[config.mk]
export PLATFORM = sky130hd
export DESIGN_NAME = mpg_ctrl
export DESIGN_NICKNAME = d
export VERILOG_FILES = /design/src/sv/mpg_pkg.sv /design/src/sv/mpg_ctrl.sv
export SDC_FILE = /design/constraint.sdc
export NUM_CORES = 1
export LEC_CHECK = 0
export BUFFER_PORTS_ARGS = -buffer_cell sky130_fd_sc_hd__buf_4
export CAP_MARGIN = 20
export CORE_AREA = 4 4 41 43
export DETAILED_ROUTE_END_ITERATION = 16
export DIE_AREA = 0 0 45 47
export PLACE_DENSITY = 0.69
export SETUP_SLACK_MARGIN = 0.05
export SYNTH_ARGS = -nofsm -noshare
export SYNTH_HDL_FRONTEND = slang
export SYNTH_SLANG_ARGS = --single-unit
[constraint.sdc]
create_clock -name clk -period 2.3 [get_ports clk]
set_input_delay 0.46 -clock clk [delete_from_list [all_inputs] [get_ports clk]]
set_output_delay 0.46 -clock clk [all_outputs]
set_load 0.01 [all_outputs]
[src/sv/mpg_pkg.sv]
// ----------------------------------------------------------------------------
// mpg_pkg
// Shared types, constants and helpers for the mirror-pad gather engine.
// ----------------------------------------------------------------------------
package mpg_pkg;

    // default sizes, handed to the top level parameters
    localparam int MAX_RANK_DEF    = 4;
    localparam int STORE_DEPTH_DEF = 4096;

    // fixed field widths
    localparam int IDX_W  = 24;
    localparam int VAL_W  = 8;
    localparam int STAT_W = 2;
    localparam int DIM_W  = 16;
    localparam int STR_W  = IDX_W + 1;
    localparam int PROD_W = STR_W + DIM_W;
    localparam int CFG_W  = 64;
    localparam int CIDX_W = 3;
    localparam int RANK_W = 3;

    // a stride at this value means "at least this large"
    localparam logic [STR_W-1:0] STRIDE_SAT = STR_W'(25'h100_0000);

    // item opcodes
    localparam logic OP_LOAD  = 1'b0;
    localparam logic OP_FETCH = 1'b1;

    // result status codes
    localparam logic [STAT_W-1:0] STAT_OK    = 2'd0;
    localparam logic [STAT_W-1:0] STAT_RANGE = 2'd1;
    localparam logic [STAT_W-1:0] STAT_ADDR  = 2'd2;

    // configuration register indexes
    localparam logic [CIDX_W-1:0] REG_PAD_MODE   = 3'd0;
    localparam logic [CIDX_W-1:0] REG_RANK       = 3'd1;
    localparam logic [CIDX_W-1:0] REG_IN_DIMS    = 3'd2;
    localparam logic [CIDX_W-1:0] REG_OUT_DIMS   = 3'd3;
    localparam logic [CIDX_W-1:0] REG_PAD_BEFORE = 3'd4;

    // controller states
    typedef enum logic [3:0] {
        S_IDLE,
        S_STR_INIT,
        S_STR_OUT,
        S_STR_IN,
        S_CHECK,
        S_DIV,
        S_SUB,
        S_MIRROR,
        S_MUL,
        S_ACC,
        S_FINISH,
        S_EMIT
    } mpg_state_t;

    // controller to datapath commands
    typedef struct packed {
        logic               str_init;
        logic               str_out;
        logic               str_in;
        logic               div_load;
        logic               div_step;
        logic               sub;
        logic               mirror;
        logic               mul;
        logic               acc;
        logic               next_dim;
        logic               mem_read;
        logic               emit;
        logic [STAT_W-1:0]  emit_status;
    } mpg_cmd_t;

    // datapath to controller status
    typedef struct packed {
        logic k_zero;
        logic last_dim;
        logic div_last;
        logic over_size;
        logic err;
    } mpg_stat_t;

    // 16-bit field d of a packed dimension word, dimension 0 in the top bits
    function automatic logic [DIM_W-1:0] field16(input logic [CFG_W-1:0] pk,
                                                 input logic [1:0] d);
        logic [DIM_W-1:0] f;
        unique case (d)
            2'd0:    f = pk[63:48];
            2'd1:    f = pk[47:32];
            2'd2:    f = pk[31:16];
            default: f = pk[15:0];
        endcase
        return f;
    endfunction

    // clamp a stride product at the saturation value
    function automatic logic [STR_W-1:0] sat_stride(input logic [PROD_W-1:0] p);
        logic [STR_W-1:0] s;
        if (p > PROD_W'(STRIDE_SAT))
            s = STRIDE_SAT;
        else
            s = p[STR_W-1:0];
        return s;
    endfunction

endpackage

[src/sv/mpg_ctrl.sv]
// ----------------------------------------------------------------------------
// mpg_ctrl
// Sequencer: stride rebuild after a register write, and the per-dimension
// divide / mirror / multiply / accumulate walk of a fetch item.
// ----------------------------------------------------------------------------
module mpg_ctrl
(
    input  logic              clk,
    input  logic              rst_n,
    input  logic              start,
    input  logic              accept,
    input  logic              opcode,
    input  logic              cfg_fire,
    input  mpg_pkg::mpg_stat_t stat,
    output mpg_pkg::mpg_cmd_t  cmd,
    output logic              busy,
    output logic              cfg_ready
);
    import mpg_pkg::*;

    mpg_state_t state_reg;
    mpg_state_t state_next;

    // state register
    always_ff @(posedge clk or negedge rst_n)
    begin
        if (!rst_n)
            state_reg <= S_IDLE;
        else
            state_reg <= state_next;
    end

    assign busy      = (state_reg != S_IDLE);
    assign cfg_ready = (state_reg == S_IDLE) && !start;

    // next state and commands
    always_comb
    begin
        state_next = state_reg;
        cmd        = '0;
        unique case (state_reg)
            S_IDLE:
            begin
                if (cfg_fire)
                    state_next = S_STR_INIT;
                else if (accept && opcode == OP_FETCH)
                    state_next = S_CHECK;
            end
            S_STR_INIT:
            begin
                cmd.str_init = 1'b1;
                state_next   = S_STR_OUT;
            end
            S_STR_OUT:
            begin
                cmd.str_out = 1'b1;
                state_next  = S_STR_IN;
            end
            S_STR_IN:
            begin
                cmd.str_in = 1'b1;
                state_next = stat.k_zero ? S_IDLE : S_STR_OUT;
            end
            S_CHECK:
            begin
                if (stat.over_size)
                begin
                    cmd.emit        = 1'b1;
                    cmd.emit_status = STAT_RANGE;
                    state_next      = S_IDLE;
                end
                else
                begin
                    cmd.div_load = 1'b1;
                    state_next   = S_DIV;
                end
            end
            S_DIV:
            begin
                cmd.div_step = 1'b1;
                if (stat.div_last)
                    state_next = S_SUB;
            end
            S_SUB:
            begin
                cmd.sub    = 1'b1;
                state_next = S_MIRROR;
            end
            S_MIRROR:
            begin
                cmd.mirror = 1'b1;
                state_next = S_MUL;
            end
            S_MUL:
            begin
                cmd.mul    = 1'b1;
                state_next = S_ACC;
            end
            S_ACC:
            begin
                cmd.acc = 1'b1;
                if (stat.last_dim)
                    state_next = S_FINISH;
                else
                begin
                    cmd.next_dim = 1'b1;
                    cmd.div_load = 1'b1;
                    state_next   = S_DIV;
                end
            end
            S_FINISH:
            begin
                if (stat.err)
                begin
                    cmd.emit        = 1'b1;
                    cmd.emit_status = STAT_ADDR;
                    state_next      = S_IDLE;
                end
                else
                begin
                    cmd.mem_read = 1'b1;
                    state_next   = S_EMIT;
                end
            end
            S_EMIT:
            begin
                cmd.emit        = 1'b1;
                cmd.emit_status = STAT_OK;
                state_next      = S_IDLE;
            end
            default:
            begin
                state_next = S_IDLE;
            end
        endcase
    end

    // a register write always starts a stride rebuild
    a_cfg_rebuild: assert property (@(posedge clk) disable iff (!rst_n)
        cfg_fire |=> state_reg == S_STR_INIT)
        else $error("register write did not start stride rebuild");

    // an accepted fetch goes to the range check
    a_fetch_check: assert property (@(posedge clk) disable iff (!rst_n)
        (accept && opcode == OP_FETCH) |=> state_reg == S_CHECK)
        else $error("fetch item did not enter range check");

    // every result ends the item
    a_emit_idle: assert property (@(posedge clk) disable iff (!rst_n)
        cmd.emit |=> state_reg == S_IDLE)
        else $error("result issued without returning to idle");

endmodule

==> flow_summary.toml, run 1 <==
[placement]
placement.io_buffers = 26
dp_hpwl_um = 964.8
place.gp.congestion = 0.8202

[synthesis]
avgSynthCellArea_um2 = 6.912
synth_top_family_by_area = "simple AND/OR/NAND/NOR gates"
yosysSeqAreaShare_pct = 23.74
ys_ff_latch = 4
synthTopCellsByArea = "dfrtp_1, nor2_1, nor3_1"
synth_nets = 72
synth.area.mux_share_pct = 0
synth-adder-area-share_pct = 0
yosysUniqueCellTypes = 26
yosys_warnings = 0
yosysTopAreaCell = "dfrtp_1"
netlist.area_leader.share_pct = 23.74
synth-simple-area-share_pct = 51.04
synth_compound_area_share_pct = 17.51
synthXorXnorAreaFrac_pct = 0
synth_cells = 61
synth_area_um2 = 421.7

[die]
fp.dieH_um = 47
rows = 13
die_w_um = 45
dieArea_um2 = 2115
io_pins = 27
core_area_um2 = 1301
start_util_pct = 32.40

[setup_path]
crit_required_ns = 1.84
crit_fanout = 13
rr_startpoint = "state_reg[1]"
cp-start-kind = "flip-flop"
crit_start = "state_reg[0]"
path_class = "flip-flop to primary output"
critPathArrivalTime_ns = 1.63
cp-end-kind = "primary output"

[route]
drc = 0
ant_nets = 0
drt_iter0_markers = 23
wl_per_cell_um = 12.10
dr.pass1.iters = 4
vias_per_cell = 5.168
vias = 522
wl_mm = 1.222

[sta]
fmax_mhz = 477.5
worst_pin_slew_ns = 0.4218
slew_headroom_pct = 71.88
period_needed_ns = 2.094
clock_skew_ns = 0.0006437
hold_viol = 0
period_share_pct = 91.06
finalSetupViolCount = 0
tns_ns = 0
drv_slew = 0
rsz0062_at_grt = "false"

[clock_network]
cts_setup_buffers = 0
clock_path_buffers = 2
cts_made_buffers = 3
cts_tree = "yes"
cts_hold_buf = 0
clk_latency_ns = 0.23
post_cts_resized = 0
clock_sinks = 4
htree_levels = 1
root_buffer = "clkbuf_4"
clkTransAtPathRegs_ns = 0.03

[grt]
grt_pass1_wl_mm = 1.773
grt_overflow = 0
grt_max_degree = 15
antenna_found_initial = 0
first_global_vias = 406
grt.total_usage_pct = 11.26

[outcome]
outcome = "finished, final reports clean"

[flow_run]
maxCapViolCount = 0

[cells_and_area]
diodes = 0
drive_above_1_share_pct = 38.37
final_util_pct = 49.23
nets = 99
synthToLayoutAreaGrowth_pct = 51.93
largest_reg_flops = 4

[min_path]
hold_class = "input port to asynchronous set/reset pin"

[power]
cellPowerDensity_nw_per_um2 = 1137
p_leak_nw = 0.3194
ir_worst_vdd_uv = 646.0
-- worst max-delay path, stage by stage (launching register included) --
cell,delay (ns)
dfrtp_1,0.49
or4b_1,0.57
a21oi_2,0.19
buf_4,0.15
-- Yosys cell counts (all sizes together) --
cell type / count
a211o: 1
a21o: 1
a21oi: 2
a2bb2oi: 1
a31oi: 1
buf: 5
dfrtp: 4
inv: 2
nand2: 4
nand2b: 3
nand3: 1
nand4bb: 1
nor2: 15
nor2b: 1
nor3: 9
nor4: 1
nor4bb: 1
o21ai: 1
o21bai: 1
o22ai: 1
o32a: 1
or2b: 1
or4: 2
or4b: 1
-- kinds of logic (layout without fill, tap and decap cells) --
group | Yosys count | count (layout)
flip-flops | 4 | 4
buffers and inverters | 7 | 32
AND/OR/NAND/NOR | 40 | 40
AO/OA/AOI/OAI | 10 | 10
-- cells in the final DEF (no fill, tap or decap), drive strengths merged, types with 2 or more instances in the layout --
| cell | n |
|---|---|
| clkbuf | 3 |
| nand2 | 4 |
| inv | 2 |
| buf | 27 |
| a21oi | 2 |
| dfrtp | 4 |
| nor2 | 15 |
| or4 | 2 |
| nand2b | 3 |
| nor3 | 9 |
-- power by group --
| group | internal (W) | switching, W | leakage (nW) |
|---|---|---|---|
| combinational | 0.000227 | 0.000234 | 0.255 |
| sequential | 0.000102 | 0.0000832 | 0.0504 |
| clock | 0.0000581 | 0.0000241 | 0.0138 |
| total | 0.000388 | 0.000341 | 0.319 |
-- metrics by stage --
stage / hold WS (ns) / worst slack, ns / instances / power, W / instance area, µm²
2_1_floorplan: 0.1644 / 0.6791 / 61 / 0.0004808 / 421.7
3_3_place_gp: 0.2561 / 0.4541 / 98 / 0.0006411 / 618.1
3_5_place_dp: 0.2563 / 0.4499 / 98 / 0.0006451 / 618.1
4_1_cts: 0.01114 / 0.2062 / 101 / 0.0007330 / 640.6
5_1_grt: 0.01137 / 0.08714 / 101 / 0.0007927 / 640.6
6_report: 0.01902 / 0.2056 / 101 / 0.0007287 / 640.6
-- path summary, 6_finish.rpt --
kind	end	slack, ns	cells after the start
max in group asynchronous	state_reg[1]	2.18	1
hold / removal	state_reg[2]	0.02	1
hold reg to reg	state_reg[0]	0.76	4
setup reg to reg	state_reg[2]	0.59	4
setup / recovery	cmd[10]	0.21	3
min in group clk	state_reg[2]	0.57	3
-- layout make-up --
type | count | area [µm²]
well taps | 15 | 18.77
clock buffers | 3 | 22.52
fillers | 131 | 660.6
flip-flops and latches | 4 | 100.1
inverters | 2 | 7.507
repair buffers | 27 | 202.7
multi-input cells | 50 | 289.0
-- metal layers --
layer,GRT usage [%],routed length (µm),vias up
met4,5.263,0,0
li1,-,-,266
met2,16.95,608,10
met1,15.86,541,246
met5,0,0,-
met3,1.533,71,0
Note: power is estimated with default switching activity, not from simulation.
==> run 2: changes to the inputs <==
ABC_AREA = 1   (was unset)
PLACE_DENSITY = 0.68   (was 0.69)
TNS_END_PERCENT = 10   (was unset)
==> flow_summary.toml, run 2 <==
[outcome]
outcome = "finished, final reports clean"

[cells_and_area]
final_util_pct = 51.06
mostFrequentLayoutCells = "buf_4, inv_1, nand2_1"
largest_reg_flops = 4
nets = 118
diodes = 0
drive_above_1_share_pct = 36.19
mostFrequentLayoutCell = "buf_4"
synthToLayoutAreaGrowth_pct = 58.98
fin_area_um2 = 664.4

[sta]
period_needed_ns = 1.766
fmax_mhz = 566.2
drv_slew = 0
tns_ns = 0
worst_pin_slew_ns = 0.2812
period_share_pct = 76.79
slew_headroom_pct = 81.18
rsz0062_at_grt = "false"
finalSetupViolCount = 0
clock_skew_ns = 0.003678
hold_viol = 0
timing.hold.ws_ns = 0.5144

[route]
wl_per_cell_um = 10.04
drc = 0
ant_nets = 0
wl_mm = 1.205
vias = 508
vias_per_cell = 4.233
dr.pass1.iters = 3
drt_iter0_markers = 10

[setup_path]
crit_fanout = 4
critPathSlowestCell = "dfrtp_1"
critPathArrivalTime_ns = 1.31
r2r_end = "state_reg[2]"
r2r.worst_path.cells = 6
worst_path_largest_cell_delay_ns = 0.39
cp-start-kind = "flip-flop"
crit_required_ns = 1.84
cp-end-kind = "primary output"
rrSetupSlack_ns = 1.11
rr_startpoint = "state_reg[3]"
crit_chain = "nor2_1, inv_1, nor3_1, buf_4"
path_class = "flip-flop to primary output"

[power]
power_frac_clock_pct = 11.8
p_int_w = 0.0003667
ir_worst_vdd_uv = 637.4
combPwrFrac_pct = 67.6
swShare_pct = 49.36
switching_power_w = 0.0003574
pwr-share-seq_pct = 20.6
power_w = 0.0007241
p_leak_nw = 0.4370
cellPowerDensity_nw_per_um2 = 1090

[die]
start_util_pct = 32.12
io_pins = 27
fp.dieH_um = 47
dieArea_um2 = 2115
rows = 13
die_w_um = 45
core_area_um2 = 1301

[grt]
grt.busiest_layer = "met2"
grt_use_met2_pct = 20.90
grt_overflow = 0
antenna_found_initial = 0
groute.layer.met1.usage_pct = 14.84
met3_usage_pct = 6.130
grt_pass1_wl_mm = 1.966
grt_max_degree = 8
grt.total_usage_pct = 12.97
first_global_vias = 471

[synthesis]
synthTopCellsByArea = "dfrtp_1, inv_1, nand2_1"
synth.most_common_cell = "inv_1"
ys_ff_latch = 4
synth_cells = 75
synth-edff-count = 0
avgSynthCellArea_um2 = 5.572
synth_nets = 86
netlist.area_leader.share_pct = 23.95
yosysTopAreaCell = "dfrtp_1"
yosys_warnings = 0
synthTopCellsByCount = "inv_1, nand2_1, nor2_1"
ys.flop_type = "dfrtp_1"
yosysUniqueCellTypes = 16
yosysSeqAreaShare_pct = 23.95
synth_area_um2 = 417.9
async_flop_share_pct = 100.0

[placement]
place_area_um2 = 631.9
placement.io_buffers = 26
place.gp.congestion = 0.7971
dp_hpwl_mm = 1.036

[min_path]
holdPathEnd = "state_reg[2]"
hold_start = "stat[2]"
hold_depth = 4
hold_class = "input port to flip-flop"

[clock_network]
post_cts_resized = 0
clock_sinks = 4
clk_latency_ns = 0.23
clkTransAtPathRegs_ns = 0.04
clock_path_buffers = 2
htree_levels = 1
cts_made_buffers = 3
root_buffer = "clkbuf_4"
cts_tree = "yes"

[flow_run]
maxCapViolCount = 0
run 2: how the worst max path moves through the flow:
stage	startpoint	endpoint	slack (ns)	depth (start not counted)
floorplan	state_reg[2]	cmd[13]	0.90	3
global placement	state_reg[3]	cmd[2]	0.77	6
detailed placement	state_reg[3]	cmd[2]	0.79	6
CTS	state_reg[3]	cmd[2]	0.53	6
global route	state_reg[2]	cmd[2]	0.35	7
finish	state_reg[2]	cmd[13]	0.53	4
run 2: power by group through the flow:
stage	Sequential, W	Combinational (W)	Clock (W)
after global placement	0.000147	0.000489	0
after floorplan	0.000142	0.000314	0
final	0.000149	0.000490	0.0000851
after global routing	0.000154	0.000554	0.000102
after detailed placement	0.000148	0.000495	0
after CTS	0.000148	0.000496	0.0000920
run 2: logic make-up (layout without fill, tap and decap cells):
| family | count (synthesis) | in the layout | share of synthesized area (%) |
|---|---|---|---|
| compound gates | 5 | 5 | 8.382 |
| buf+inv | 21 | 51 | 18.86 |
| flops | 4 | 4 | 23.95 |
| simple gates | 45 | 45 | 48.80 |
run 2: timing repair:
| item | in CTS | in global routing |
|---|---|---|
| endpoints found under the setup margin | 0 | 0 |
| buffers inserted | 0 | 0 |
| endpoints found under the hold margin | 0 | 2 |
| hold buffers | 0 | 1 |
run 2: per-stage QoR:
step	worst slack, ns	cells
final	0.5338	120
after global routing	0.3544	120
after CTS	0.5260	119
after detailed placement	0.7853	116
after global placement	0.7748	116
after floorplan	0.8993	75
run 2: area by class of cell:
class / count / area [µm²]
Tap cell: 15 / 18.77
Multi-Input combinational cell: 50 / 239.0
Fill cell: 157 / 636.9
Sequential cell: 4 / 100.1
Clock buffer: 3 / 22.52
Inverter: 21 / 78.83
Timing Repair Buffer: 27 / 205.2
run 2: critical path: cells and delay by family (launching register included):
kind / cells / cell delay [ns]
buf+inv: 2 / 0.27
flops: 1 / 0.39
simple gates: 2 / 0.42
run 2: metal layers:
metal,wire [µm],up-vias
met4,0,0
met5,0,-
met3,137,0
li1,-,282
met2,543,22
met1,525,204
==> run 3: changes to the inputs <==
PLACE_DENSITY = 0.71   (was 0.68)
clock period = 1.47 ns   (was 2.3 ns; I/O delays follow)
==> flow_summary.toml, run 3 (synthesized netlist as in run 2, its figures left out) <==
[sta]
drv_slew = 0
finalSetupViolCount = 11
period_share_pct = 109.1
clock_skew_ns = 0.002743
slew_headroom_pct = 88.03
period_needed_ns = 1.603
tns_ns = -0.5238
fmax_mhz = 623.7
worst_pin_slew_ns = 0.1782
fin_ws_ns = -0.1335
hold_viol = 0
rsz0062_at_grt = "true"

[setup_path]
crit_start = "state_reg[0]"
crit_chain = "inv_2, nand2_2, nor2_1, nand2_1, o211ai_1, buf_4"
worst_path_largest_cell_delay_ns = 0.42
cp-start-kind = "flip-flop"
cp_top_family = "flip-flops"
crit_required_ns = 1.18
cp-end-kind = "primary output"
crit_fanout = 4
cp_num_buf_inv = 2
rr_startpoint = "state_reg[1]"
path_class = "flip-flop to primary output"
critPathArrivalTime_ns = 1.31
critPathSlowestCell = "dfrtp_1"

[outcome]
violations = "setup timing"
outcome = "finished, violations left"

[flow_run]
maxCapViolCount = 0

[power]
ir_worst_vdd_uv = 1132
cellPowerDensity_nw_per_um2 = 1822
power_w = 0.001393
p_leak_nw = 0.4739

[grt]
first_global_vias = 525
grt_max_degree = 7
grt_pass1_wl_mm = 2.063
grt.total_usage_pct = 13.07
grt_overflow = 0
antenna_found_initial = 0

[cells_and_area]
synthToLayoutAreaGrowth_pct = 82.93
mostFrequentLayoutCell = "buf_4"
largest_reg_flops = 4
diodes = 0
mostFrequentLayoutCells = "buf_4, inv_1, nand2_1"
drive_above_1_share_pct = 54.95
nets = 124

[route]
dr.pass1.iters = 4
ant_nets = 0
vias = 573
vias_per_cell = 4.548
wl_mm = 1.328
drt_iter0_markers = 3
drc = 0
wl_per_cell_um = 10.54

[clock_network]
cts_made_buffers = 3
clkTransAtPathRegs_ns = 0.04
clock_sinks = 4
clock_path_buffers = 2
htree_levels = 1
clk_latency_ns = 0.23
root_buffer = "clkbuf_4"
cts_tree = "yes"

[die]
core_area_um2 = 1301
io_pins = 27
dieArea_um2 = 2115
start_util_pct = 32.12
fp.dieH_um = 47
rows = 13
die_w_um = 45

[placement]
place.gp.congestion = 0.7852
dp_hpwl_mm = 1.027
placement.io_buffers = 26
post-place-ws_ns = 0.1219

[min_path]
hold_start = "stat[2]"
hold_class = "input port to flip-flop"
## run 3: layout make-up
type	count	area, µm²
Inverter	21	78.83
Sequential cell	4	102.6
Tap cell	15	18.77
Multi-Input combinational cell	50	291.5
Timing Repair Buffer	33	250.2
Clock buffer	3	22.52
Fill cell	146	536.8
## run 3: routing by layer
metal	track usage, %	vias to the layer above	wire [µm]	share of wire, %
li1	-	297	-	-
met1	16.74	248	526	40
met2	20.62	26	684	52
met3	3.065	2	116	8.7
met4	6.433	0	1	0.075
met5	0	-	0	0
## run 3: worst paths after layout
check | end | slack [ns] | cells after the start
worst min register to register | state_reg[0] | 0.75 | 5
worst max-delay path | cmd[2] | -0.13 | 6
min in group asynchronous | state_reg[0] | 0.40 | 2
worst min-delay path | state_reg[2] | 0.35 | 4
max in group asynchronous | state_reg[1] | 0.96 | 2
worst max register to register | state_reg[1] | 0.29 | 6
## run 3: tightest hold or removal path, delay by kind of cell
kind / cells / cell delay, ns
buf+inv: 2 / 0.15
simple gates: 2 / 0.09
## run 3: metrics by stage
step	utilization (%)	instance area, µm²	instances	hold slack, ns
global placement	49.13	639.4	117	0.09091
global route	58.75	764.5	126	0.3617
CTS	54.42	708.2	124	0.3463
floorplan	-	417.9	75	-0.001591
finish	58.75	764.5	126	0.3463
detailed placement	49.13	639.4	117	0.09158
## run 3: power breakdown
| part | total (W) | switching [W] | internal, W | leakage, nW |
|---|---|---|---|---|
| Sequential | 0.000266 | 0.0000968 | 0.000170 | 0.0479 |
| Clock | 0.000132 | 0.0000406 | 0.0000910 | 0.0138 |
| Combinational | 0.000995 | 0.000546 | 0.000449 | 0.412 |
## run 3: repair_timing
| action | CTS | global route |
|---|---|---|
| endpoints found under the setup margin | 16 | 16 |
| pin swaps | 1 | 4 |
| gates resized for setup | 6 | 15 |
| hold buffers | 1 | 0 |
| buffers inserted | 3 | 2 |
| cloned | 0 | 0 |
| hold endpoints to repair | 4 | 0 |
